**src/rtl/sha1_pkg.sv**
```systemverilog
// sha1_pkg: shared types, constants and state codes of the SHA-1 engine.
// No dependencies. Every other file in rtl imports it.
package sha1_pkg;

  typedef logic [31:0] word_t;

  typedef struct packed {
    word_t a;
    word_t b;
    word_t c;
    word_t d;
    word_t e;
  } hv_t;

  localparam int unsigned RND_W    = 7;
  localparam int unsigned NUM_H    = 5;
  localparam int unsigned BLK_WRDS = 16;

  localparam logic [RND_W-1:0] RND_LAST = RND_W'(79);
  localparam logic [RND_W-1:0] RND_K1   = RND_W'(20);
  localparam logic [RND_W-1:0] RND_K2   = RND_W'(40);
  localparam logic [RND_W-1:0] RND_K3   = RND_W'(60);

  localparam word_t H_INIT [NUM_H] = '{
    32'h67452301, 32'hefcdab89, 32'h98badcfe, 32'h10325476, 32'hc3d2e1f0
  };

  localparam word_t K0 = 32'h5a827999;
  localparam word_t K1 = 32'h6ed9eba1;
  localparam word_t K2 = 32'h8f1bbcdc;
  localparam word_t K3 = 32'hca62c1d6;

  localparam logic [7:0] PAD_BYTE = 8'h80;
  localparam logic [5:0] LEN_POS  = 6'd56;
  localparam logic [2:0] IDX_LAST = 3'd4;

  typedef struct packed {
    logic             load;
    logic             step;
    logic [RND_W-1:0] rnd;
  } rnd_ctl_t;

  typedef enum logic [1:0] {
    KIND_FULL,
    KIND_PAD,
    KIND_LEN
  } blk_kind_t;

  typedef enum logic [2:0] {
    ST_IDLE,
    ST_LOAD,
    ST_ROUND,
    ST_ADD,
    ST_EMIT
  } state_t;

endpackage

```
**src/rtl/sha1_msg.sv**
```systemverilog
// sha1_msg: 64-byte block store and 16-word rolling message schedule.
// Builds padded blocks on load. Depends on sha1_pkg.
module sha1_msg import sha1_pkg::*; (
  input  logic       clk,
  input  rnd_ctl_t   ctl,
  input  logic       wr_en,
  input  logic [5:0] wr_pos,
  input  logic [7:0] wr_byte,
  input  blk_kind_t  kind,
  input  logic [5:0] fill,
  input  logic [63:0] bit_len,
  output word_t      w
);

  word_t      blk_r [BLK_WRDS];
  word_t      sh_r  [BLK_WRDS];
  word_t      sh_nxt [BLK_WRDS];
  word_t      ld_w  [BLK_WRDS];
  logic [7:0] pb    [64];
  word_t      x;
  logic       len_on;

  always_ff @(posedge clk) begin
    if (wr_en) begin
      blk_r[wr_pos[5:2]][{~wr_pos[1:0], 3'b000} +: 8] <= wr_byte;
    end
  end

  always_comb begin
    len_on = (kind == KIND_LEN) || ((kind == KIND_PAD) && (fill < LEN_POS));
    for (int p = 0; p < 64; p++) begin
      case (kind)
        KIND_FULL: pb[p] = blk_r[p >> 2][8 * (3 - (p & 3)) +: 8];
        KIND_PAD: begin
          if (6'(p) < fill) begin
            pb[p] = blk_r[p >> 2][8 * (3 - (p & 3)) +: 8];
          end else if (6'(p) == fill) begin
            pb[p] = PAD_BYTE;
          end else begin
            pb[p] = 8'h00;
          end
        end
        default: pb[p] = 8'h00;
      endcase
    end
    if (len_on) begin
      for (int q = 0; q < 8; q++) begin
        pb[56 + q] = bit_len[8 * (7 - q) +: 8];
      end
    end
    for (int i = 0; i < BLK_WRDS; i++) begin
      ld_w[i] = {pb[4 * i], pb[4 * i + 1], pb[4 * i + 2], pb[4 * i + 3]};
    end
  end

  always_comb begin
    x = sh_r[13] ^ sh_r[8] ^ sh_r[2] ^ sh_r[0];
    for (int i = 0; i < BLK_WRDS; i++) begin
      sh_nxt[i] = sh_r[i];
    end
    if (ctl.load) begin
      for (int i = 0; i < BLK_WRDS; i++) begin
        sh_nxt[i] = ld_w[i];
      end
    end else if (ctl.step) begin
      for (int i = 0; i < BLK_WRDS - 1; i++) begin
        sh_nxt[i] = sh_r[i + 1];
      end
      sh_nxt[BLK_WRDS - 1] = {x[30:0], x[31]};
    end
  end

  always_ff @(posedge clk) begin
    for (int i = 0; i < BLK_WRDS; i++) begin
      sh_r[i] <= sh_nxt[i];
    end
  end

  assign w = sh_r[0];

endmodule

```
**src/rtl/sha1_round.sv**
```systemverilog
// sha1_round: the shared SHA-1 round unit, one round per clock.
// Holds the a..e working registers. Depends on sha1_pkg.
module sha1_round import sha1_pkg::*; (
  input  logic     clk,
  input  rnd_ctl_t ctl,
  input  hv_t      init,
  input  word_t    w,
  output hv_t      st
);

  hv_t   st_r;
  hv_t   st_nxt;
  word_t f;
  word_t k;
  word_t t;

  always_comb begin
    if (ctl.rnd < RND_K1) begin
      f = st_r.d ^ (st_r.b & (st_r.c ^ st_r.d));
      k = K0;
    end else if (ctl.rnd < RND_K2) begin
      f = st_r.b ^ st_r.c ^ st_r.d;
      k = K1;
    end else if (ctl.rnd < RND_K3) begin
      f = (st_r.b & st_r.c) | (st_r.d & (st_r.b | st_r.c));
      k = K2;
    end else begin
      f = st_r.b ^ st_r.c ^ st_r.d;
      k = K3;
    end
    t = {st_r.a[26:0], st_r.a[31:27]} + f + st_r.e + k + w;
  end

  always_comb begin
    st_nxt = st_r;
    if (ctl.load) begin
      st_nxt = init;
    end else if (ctl.step) begin
      st_nxt.a = t;
      st_nxt.b = st_r.a;
      st_nxt.c = {st_r.b[1:0], st_r.b[31:2]};
      st_nxt.d = st_r.c;
      st_nxt.e = st_r.d;
    end
  end

  always_ff @(posedge clk) begin
    st_r <= st_nxt;
  end

  assign st = st_r;

endmodule

```
**src/rtl/sha1_hash_engine.sv**
```systemverilog
// sha1_hash_engine: top level, sequencer, chain words and byte count.
// Instantiates sha1_msg and sha1_round. Depends on sha1_pkg.
//
// Byte-stream SHA-1. Each input word carries at most one message byte; a byte
// that does not complete a 64-byte block is taken and the block is ready for
// the next word right after. The byte that completes a block starts one
// compression: a load, all 80 rounds in the single round unit and a fold of
// the result into the chain, and the next word is taken after the fold. A last
// word adds one padded block, or two when 56 or more bytes sit in the block,
// then puts out five digest words, H0 first, one per cycle while out_stall is
// low. in_stall stays high from the start of a compression until the engine is
// idle again: after the fold, or after the last digest word is taken. The
// stored chain and count survive a digest, so hashing may go on afterwards.
module sha1_hash_engine import sha1_pkg::*; (
  input  logic        clk,
  input  logic        rst_n,
  input  logic        in_valid,
  output logic        in_stall,
  input  logic [7:0]  in_data_byte,
  input  logic        in_has_byte,
  input  logic        in_first_item,
  input  logic        in_last_item,
  output logic        out_valid,
  input  logic        out_stall,
  output logic [31:0] out_digest_word,
  output logic [2:0]  out_word_index,
  output logic        out_final_word
);

  state_t           state_r, state_nxt;
  blk_kind_t        kind_r, kind_nxt;
  logic             pend_last_r, pend_last_nxt;
  logic [RND_W-1:0] rnd_r;
  logic [2:0]       idx_r;
  logic [63:0]      cnt_r;
  logic [63:0]      cnt_base;
  word_t            chain_r  [NUM_H];
  word_t            work_h_r [NUM_H];
  word_t            sum_w    [NUM_H];
  word_t            base_w   [NUM_H];
  hv_t              base_hv;
  hv_t              st;
  word_t            w;
  rnd_ctl_t         ctl;
  logic             in_acc;
  logic             out_acc;
  logic             wr_en;
  logic             blk_full;

  assign in_acc   = in_valid && !in_stall;
  assign out_acc  = out_valid && !out_stall;
  assign cnt_base = in_first_item ? 64'd0 : cnt_r;
  assign blk_full = in_has_byte && (cnt_base[5:0] == 6'd63);

  always_comb begin
    state_nxt     = state_r;
    kind_nxt      = kind_r;
    pend_last_nxt = pend_last_r;
    unique case (state_r)
      ST_IDLE: begin
        if (in_acc) begin
          if (blk_full) begin
            state_nxt     = ST_LOAD;
            kind_nxt      = KIND_FULL;
            pend_last_nxt = in_last_item;
          end else if (in_last_item) begin
            state_nxt = ST_LOAD;
            kind_nxt  = KIND_PAD;
          end
        end
      end
      ST_LOAD: state_nxt = ST_ROUND;
      ST_ROUND: begin
        if (rnd_r == RND_LAST) begin
          state_nxt = ST_ADD;
        end
      end
      ST_ADD: begin
        unique case (kind_r)
          KIND_FULL: begin
            if (pend_last_r) begin
              state_nxt = ST_LOAD;
              kind_nxt  = KIND_PAD;
            end else begin
              state_nxt = ST_IDLE;
            end
          end
          KIND_PAD: begin
            if (cnt_r[5:0] >= LEN_POS) begin
              state_nxt = ST_LOAD;
              kind_nxt  = KIND_LEN;
            end else begin
              state_nxt = ST_EMIT;
            end
          end
          default: state_nxt = ST_EMIT;
        endcase
      end
      ST_EMIT: begin
        if (out_acc && (idx_r == IDX_LAST)) begin
          state_nxt = ST_IDLE;
        end
      end
      default: state_nxt = ST_IDLE;
    endcase
  end

  always_comb begin
    in_stall  = (state_r != ST_IDLE);
    out_valid = (state_r == ST_EMIT);
    ctl.load  = (state_r == ST_LOAD);
    ctl.step  = (state_r == ST_ROUND);
    ctl.rnd   = rnd_r;
    wr_en     = in_acc && in_has_byte;
  end

  always_comb begin
    for (int i = 0; i < NUM_H; i++) begin
      base_w[i] = (kind_r == KIND_LEN) ? work_h_r[i] : chain_r[i];
    end
    base_hv = {base_w[0], base_w[1], base_w[2], base_w[3], base_w[4]};
    sum_w[0] = work_h_r[0] + st.a;
    sum_w[1] = work_h_r[1] + st.b;
    sum_w[2] = work_h_r[2] + st.c;
    sum_w[3] = work_h_r[3] + st.d;
    sum_w[4] = work_h_r[4] + st.e;
  end

  always_ff @(posedge clk) begin
    if (!rst_n) begin
      state_r     <= ST_IDLE;
      kind_r      <= KIND_FULL;
      pend_last_r <= 1'b0;
      rnd_r       <= '0;
      idx_r       <= '0;
      cnt_r       <= '0;
      for (int i = 0; i < NUM_H; i++) begin
        chain_r[i] <= H_INIT[i];
      end
    end else begin
      state_r     <= state_nxt;
      kind_r      <= kind_nxt;
      pend_last_r <= pend_last_nxt;
      if (ctl.load) begin
        rnd_r <= '0;
      end else if (ctl.step) begin
        rnd_r <= rnd_r + RND_W'(1);
      end
      if (state_r == ST_ADD) begin
        idx_r <= '0;
      end else if (out_acc) begin
        idx_r <= idx_r + 3'd1;
      end
      if (in_acc) begin
        cnt_r <= in_has_byte ? cnt_base + 64'd1 : cnt_base;
        if (in_first_item) begin
          for (int i = 0; i < NUM_H; i++) begin
            chain_r[i] <= H_INIT[i];
          end
        end
      end
      if ((state_r == ST_ADD) && (kind_r == KIND_FULL)) begin
        for (int i = 0; i < NUM_H; i++) begin
          chain_r[i] <= sum_w[i];
        end
      end
    end
  end

  always_ff @(posedge clk) begin
    if (ctl.load) begin
      for (int i = 0; i < NUM_H; i++) begin
        work_h_r[i] <= base_w[i];
      end
    end else if (state_r == ST_ADD) begin
      for (int i = 0; i < NUM_H; i++) begin
        work_h_r[i] <= sum_w[i];
      end
    end
  end

  sha1_msg u_msg (
    .clk     (clk),
    .ctl     (ctl),
    .wr_en   (wr_en),
    .wr_pos  (cnt_base[5:0]),
    .wr_byte (in_data_byte),
    .kind    (kind_r),
    .fill    (cnt_r[5:0]),
    .bit_len ({cnt_r[60:0], 3'b000}),
    .w       (w)
  );

  sha1_round u_round (
    .clk  (clk),
    .ctl  (ctl),
    .init (base_hv),
    .w    (w),
    .st   (st)
  );

  assign out_digest_word = work_h_r[idx_r];
  assign out_word_index  = idx_r;
  assign out_final_word  = (idx_r == IDX_LAST);

endmodule

```
**config.mk**
```make
export PLATFORM = sky130hd
export DESIGN_NAME = sha1_hash_engine
export DESIGN_NICKNAME = d
export VERILOG_FILES = /design/src/rtl/sha1_pkg.sv /design/src/rtl/sha1_msg.sv /design/src/rtl/sha1_round.sv /design/src/rtl/sha1_hash_engine.sv
export SDC_FILE = /design/constraint.sdc
export NUM_CORES = 2
export LEC_CHECK = 0
export ABC_AREA = 1
export BUFFER_PORTS_ARGS = -buffer_cell sky130_fd_sc_hd__buf_4
export CAP_MARGIN = 10
export CORE_MARGIN = 2
export CORE_UTILIZATION = 26
export CTS_CLUSTER_SIZE = 20
export DETAILED_ROUTE_END_ITERATION = 6
export GPL_TIMING_DRIVEN = 0
export HOLD_SLACK_MARGIN = 0.06
export PLACE_DENSITY = 0.39
export SETUP_SLACK_MARGIN = 0.3
export SLEW_MARGIN = 25
export SYNTH_ARGS = -nofsm -noshare
export SYNTH_HDL_FRONTEND = slang
export SYNTH_SLANG_ARGS = --single-unit
export TNS_END_PERCENT = 1
```
**constraint.sdc**
```tcl
create_clock -name clk -period 24.1 [get_ports clk]
set_input_delay 1.205 -clock clk [delete_from_list [all_inputs] [get_ports clk]]
set_output_delay 1.205 -clock clk [all_outputs]
set_load 0.1 [all_outputs]
```
Yosys cells after proc, flatten, opt, wreduce, memory -nomap -nowiden
Memory sizes are Yosys's and may differ from the RTL's. A register that Yosys moved wholly into a read port is not among the register bits.
Index checks and enable logic that the tools add are counted.
Widths: inputs -> output; s select.
{"block": "totals", "register_bits": 240, "ramBits": 1344, "input_bits": 15, "out_inout_bits": 38, "wordCells": 486, "mem_count": 4}
{"name": "u_msg.blk_r", "words": 16, "word_bits": 32, "rd": 16, "rd_clocked_by_memory_dff": 0, "write_ports": 1, "line": "sha1_msg.sv:15", "rtl": "word_t blk_r [BLK_WRDS];"}
{"name": "u_msg.sh_r", "words": 16, "word_bits": 32, "rd": 16, "rd_clocked_by_memory_dff": 0, "write_ports": 16, "line": "sha1_msg.sv:16", "rtl": "word_t sh_r [BLK_WRDS];"}
{"name": "chain_r", "words": 5, "word_bits": 32, "rd": 5, "rd_clocked_by_memory_dff": 0, "write_ports": 5, "line": "sha1_hash_engine.sv:37", "rtl": "word_t chain_r [NUM_H];"}
{"name": "work_h_r", "words": 5, "word_bits": 32, "rd": 6, "rd_clocked_by_memory_dff": 1, "write_ports": 5, "line": "sha1_hash_engine.sv:38", "rtl": "word_t work_h_r [NUM_H];"}
{"block": "op_classes", "addsub": 13, "order_cmp": 69, "eq_ne": 79, "shift": 2, "mux": 258, "bitwise": 29, "reduce_logical": 21}
{"cell": "$mux 512", "n": 2}
{"cell": "$mux 8", "n": 128}
{"cell": "$pmux 8 s2", "n": 64}
{"cell": "$mux 32", "n": 26}
{"cell": "$mux 160", "n": 2}
{"cell": "$add 32x32->32", "n": 9}
{"cell": "$xor 32x32->32", "n": 7}
{"cell": "$eq 6x6->1 const A", "n": 32}
{"cell": "$lt 6x6->1 const A", "n": 32}
{"cell": "$mux 64", "n": 3}
{"cell": "$and 32x32->32", "n": 3}
{"cell": "$eq 5x6->1 const A", "n": 16}
{"cell": "$lt 5x6->1 const A", "n": 16}
{"cell": "$add 64x1->64 const B", "n": 1}
{"cell": "$or 32x32->32", "n": 2}
{"cell": "$eq 4x6->1 const A", "n": 8}
{"cell": "$lt 4x6->1 const A", "n": 8}
{"cell": "$shift 8x7->32 const A", "n": 1}
{"cell": "$shiftx 8x7->32", "n": 1}
{"cell": "$mux 31", "n": 1}
{"cell": "$eq 3x6->1 const A", "n": 4}
{"cell": "$lt 3x6->1 const A", "n": 4}
{"cell": "$mux 3", "n": 8}
{"cell": "$mux 1", "n": 15}
{"cell": "other kinds (41)", "n": 78}

Logic depth before layout (Yosys ltp)
{"block": "logic_depth", "ltp_word": 12, "mapped_depth": 29}

By module
From an unflattened synthesis, not the netlist that was laid out.
{"block": "hier_totals", "cells_unflattened": 9578, "area_unflattened_um2": 86103.8}
{"mod": "sha1_msg", "n_inst": 1, "cells_each": 3516, "area_per_inst_um2": 42205.5}
{"mod": "sha1_hash_engine", "n_inst": 1, "cells_each": 4528, "area_per_inst_um2": 31009.7}
{"mod": "sha1_round", "n_inst": 1, "cells_each": 1534, "area_per_inst_um2": 12888.6}

Worst setup path after synthesis
No wires, ideal clock.
{"block": "synth_path", "kind": "reg-to-reg", "startpoint": "register, netlist name state_r[2]", "endpoint": "memory u_msg.sh_r[0][0] (netlist bit), enable pin", "setup_time_ns": 1.070, "arrival_ns": 20.047, "t_required_ns": 23.030, "setup_slack_ns": 2.983, "stages_incl_launch_ff": 9, "synth_period_minus_slack_ns": 21.117, "cell_sequence": "dfxtp_1 > buf_2 > nor2_2 > nand2_2 > buf_2 > buf_6 > buf_2 > buf_2 > nand2_1"}
{"element": "end: declaration", "line": "sha1_msg.sv:16"}

==> summary.txt <==
Status
  • Status: completed

Min path
  • HP Class: flip-flop to flip-flop

Final layout
  • Final Non-Filler Cells: 13400
  • FF/Latch Area: 0.0468 mm²
  • FILL cells: 33800
  • Share of cells above drive strength 1: 0.0803
  • Nets@finish: 9288
  • Multi-input logic area: 0.0326 mm²
  • Area delta synth->final: 16.4%

Timing
  • Final setup fails: 0
  • Total Neg Setup Slack: 0 ns
  • Setup repair after global routing missed its margin: no
  • Relative slew slack: 0.214
  • Worst slew pin tran: 1.18 ns
  • Clock Skew: 0.0971 ns
  • Slew Viols, Final: 0
  • Fmax: 140 MHz
  • Fin crit share: 0.297
  • Tmin final: 7.17 ns
  • Final Hold Viols: 0

Global routing
  • First-pass GRT wire length: 553 mm
  • GR Overflow Total: 0
  • GRT Overall Usage: 0.245
  • Vias in the first global route: 67000
  • Pin count of the biggest net entering global routing: 53
  • Initial antenna violation count: 24

Worst setup path
  • Arrival time worst endpoint: 7.76 ns
  • Req. time, crit path: 24.70 ns
  • Slowest cell on crit path: fa_1
  • CP Launch Type: flip-flop
  • CP max stage delay: 0.61 ns
  • Most frequent CP cell: nand2_1
  • Worst Setup End Kind: flip-flop
  • CP Max Fanout: 10
  • Kind of critical path: flip-flop to flip-flop

Detailed routing
  • Drt pass-1 iters: 6
  • DRT iter0 DRCs: 6500
  • Final ANT Viol Nets: 0
  • Vias per inst: 5.02
  • Routed length per instance: 30.3 µm
  • Total number of vias: 67400
  • DRC: 0
  • Total Wirelength: 407 mm

Clocking
  • H-tree Lvls: 4
  • Worst skew pair latency: 0.92 ns
  • Post-CTS setup buffer count: 0
  • # resized after CTS: 0
  • Num CTS Buffers: 195
  • Worst-path clk slew: 0.06 ns
  • CTS tree: yes
  • Sink Count: 1584
  • Hold-fix buffers at CTS: 0
  • Maximum clock path buffer count: 4
  • Root Driver: clkbuf_16

Synthesis
  • Most used standard cell by instance count after synthesis: nand2_1
  • Ys flop type: edfxtp_1
  • Area contributors post-synth: edfxtp_1, nand2_1, o21ai_0
  • Post-synthesis cell area: 0.0837 mm²
  • Post-synth EDFFs: 1504
  • Synth Instances: 8636
  • Seq/Total Area, Yosys: 0.559
  • Area fraction of the dominant cell type after synthesis: 0.540
  • Area leader, netlist: edfxtp_1
  • Synth top cells by count: nand2_1, edfxtp_1, o21ai_0, inv_1, nor2_1
  • Async set-reset flop share out of synthesis: 0
  • YS warnings: 0
  • Synth cell types: 68
  • Syn_nets: 8975
  • Post-synthesis average cell area: 9.69 µm²
  • Yosys reg bits: 1584

Die
  • Row count: 208
  • Die X: 571 µm
  • Core footprint: 0.321 mm²
  • Die footprint: 0.326 mm²
  • Starting Density: 0.261
  • Die Span Y: 571 µm
  • Top Ports: 53

Power
  • Pwr dens: 119 mW/mm²
  • Leakage: 36.5 nW
  • Worst vdd ir: 0.0000799 V

Run
  • Maxcap violations: 0

Placement
  • Placer congestion estimate: 0.970
  • DP Cell Count: 13100
  • Hpwl dp: 325 mm
  • Port bufs: 51
## worst max-delay path, delay by kind of cell (launching register included)
| kind | cells | cell delay, ns |
|---|---|---|
| simple gates | 15 | 3.33 |
| buf+inv | 5 | 1.05 |
| fa+ha+maj | 4 | 1.98 |
| compound gates | 1 | 0.17 |
| flops | 1 | 0.36 |
## cell type report
class / count / share of cell area
timing repair buffer: 116 / 0.0191
tap: 4305 / 0.0553
sequential: 1584 / 0.480
buffer: 307 / 0.0141
inverter: 872 / 0.0337
clock buffer: 237 / 0.0524
antenna: 12 / 0.000308
multi-input combinational: 5873 / 0.334
clock inverter: 117 / 0.0108
## worst paths after layout
check,to,cells after the start,slack (ns),start
worst min register to register,rnd_r[1]$_SDFFE_PP0P_,2,0.49,rnd_r[1]$_SDFFE_PP0P_
worst min-delay path,rnd_r[1]$_SDFFE_PP0P_,2,0.49,rnd_r[1]$_SDFFE_PP0P_
worst max register to register,u_round.st[147]$_DFFE_PP_,25,16.93,rnd_r[3]$_SDFFE_PP0P_
worst max-delay path,u_round.st[147]$_DFFE_PP_,25,16.93,rnd_r[3]$_SDFFE_PP0P_
## through the flow
| stage | instance area (µm²) | utilization | hold WS [ns] | worst slack (ns) | total power (W) |
|---|---|---|---|---|---|
| after global routing | 97400 | 0.304 | 0.520 | 16.63 | 0.0122 |
| after global placement | 89400 | 0.279 | 0.463 | -15.41 | 0.00894 |
| after detailed placement | 91200 | 0.285 | 0.477 | 16.95 | 0.00868 |
| final | 97400 | 0.304 | 0.486 | 16.93 | 0.0116 |
| after CTS | 97400 | 0.304 | 0.485 | 16.96 | 0.0116 |
| after floorplan | 83700 | - | 0.447 | 2.98 | 0.00670 |
## metal layers
| metal | wire length [µm] | global-route usage |
|---|---|---|
| met5 | 47 | 0 |
| met4 | 24400 | 0.131 |
| met3 | 23800 | 0.0376 |
| met2 | 196000 | 0.416 |
| met1 | 163000 | 0.297 |
## power by group
| part | total (W) | leakage, nW | switching (W) | internal, W |
|---|---|---|---|---|
| Combinational | 0.00476 | 18.9 | 0.00337 | 0.00139 |
| Sequential | 0.00388 | 14.6 | 0.000351 | 0.00353 |
| Clock | 0.00294 | 3.00 | 0.00125 | 0.00168 |
## layout by cell type (no fill, tap or decap), drive strengths merged, types with 12 or more instances in the layout
cell type / synthesis / final
diode: 0 / 12
xor2: 60 / 60
o211ai: 47 / 47
nand3: 390 / 390
a211oi: 15 / 15
a22oi: 31 / 31
xnor2: 100 / 100
or2: 82 / 82
a2bb2oi: 28 / 28
inv: 865 / 870
a31oi: 41 / 41
dfxtp: 80 / 80
a22o: 14 / 14
nand2: 2144 / 2144
a21oi: 363 / 363
nand3b: 18 / 18
o21bai: 33 / 33
o21a: 34 / 34
edfxtp: 1504 / 1504
o21ai: 938 / 938
nor3: 78 / 78
a21o: 19 / 19
nor4: 12 / 12
mux2i: 147 / 147
a32o: 78 / 78
bufinv: 0 / 17
clkinv: 7 / 96
buf: 134 / 250
clkbuf: 173 / 410
ha: 205 / 205
nand4: 64 / 64
o221ai: 16 / 16
nor2: 721 / 721
fa: 119 / 119
## flip-flops by register name (all words and copies together), names as in the netlist, named ones only
name,cells
chain_r,160
out_word_index,3
state_r,3
u_msg.blk_r,512
rnd_r,7
u_msg.sh_r,512
u_round.st,160
pend_last_r,1
kind_r,2
work_h_r,160
cnt_r,61
## logic make-up after synthesis
kind of cell | after synthesis | synth area share
and+or+nand+nor | 3528 | 0.174
DFF | 1584 | 0.559
buffers and inverters | 1179 | 0.0553
adders and majority gates | 324 | 0.0591
xor gates and xnor gates | 160 | 0.0167
muxes | 147 | 0.0176
AOI/OAI and AO/OA | 1714 | 0.118
No activity file was read; power rests on OpenSTA's default activity.
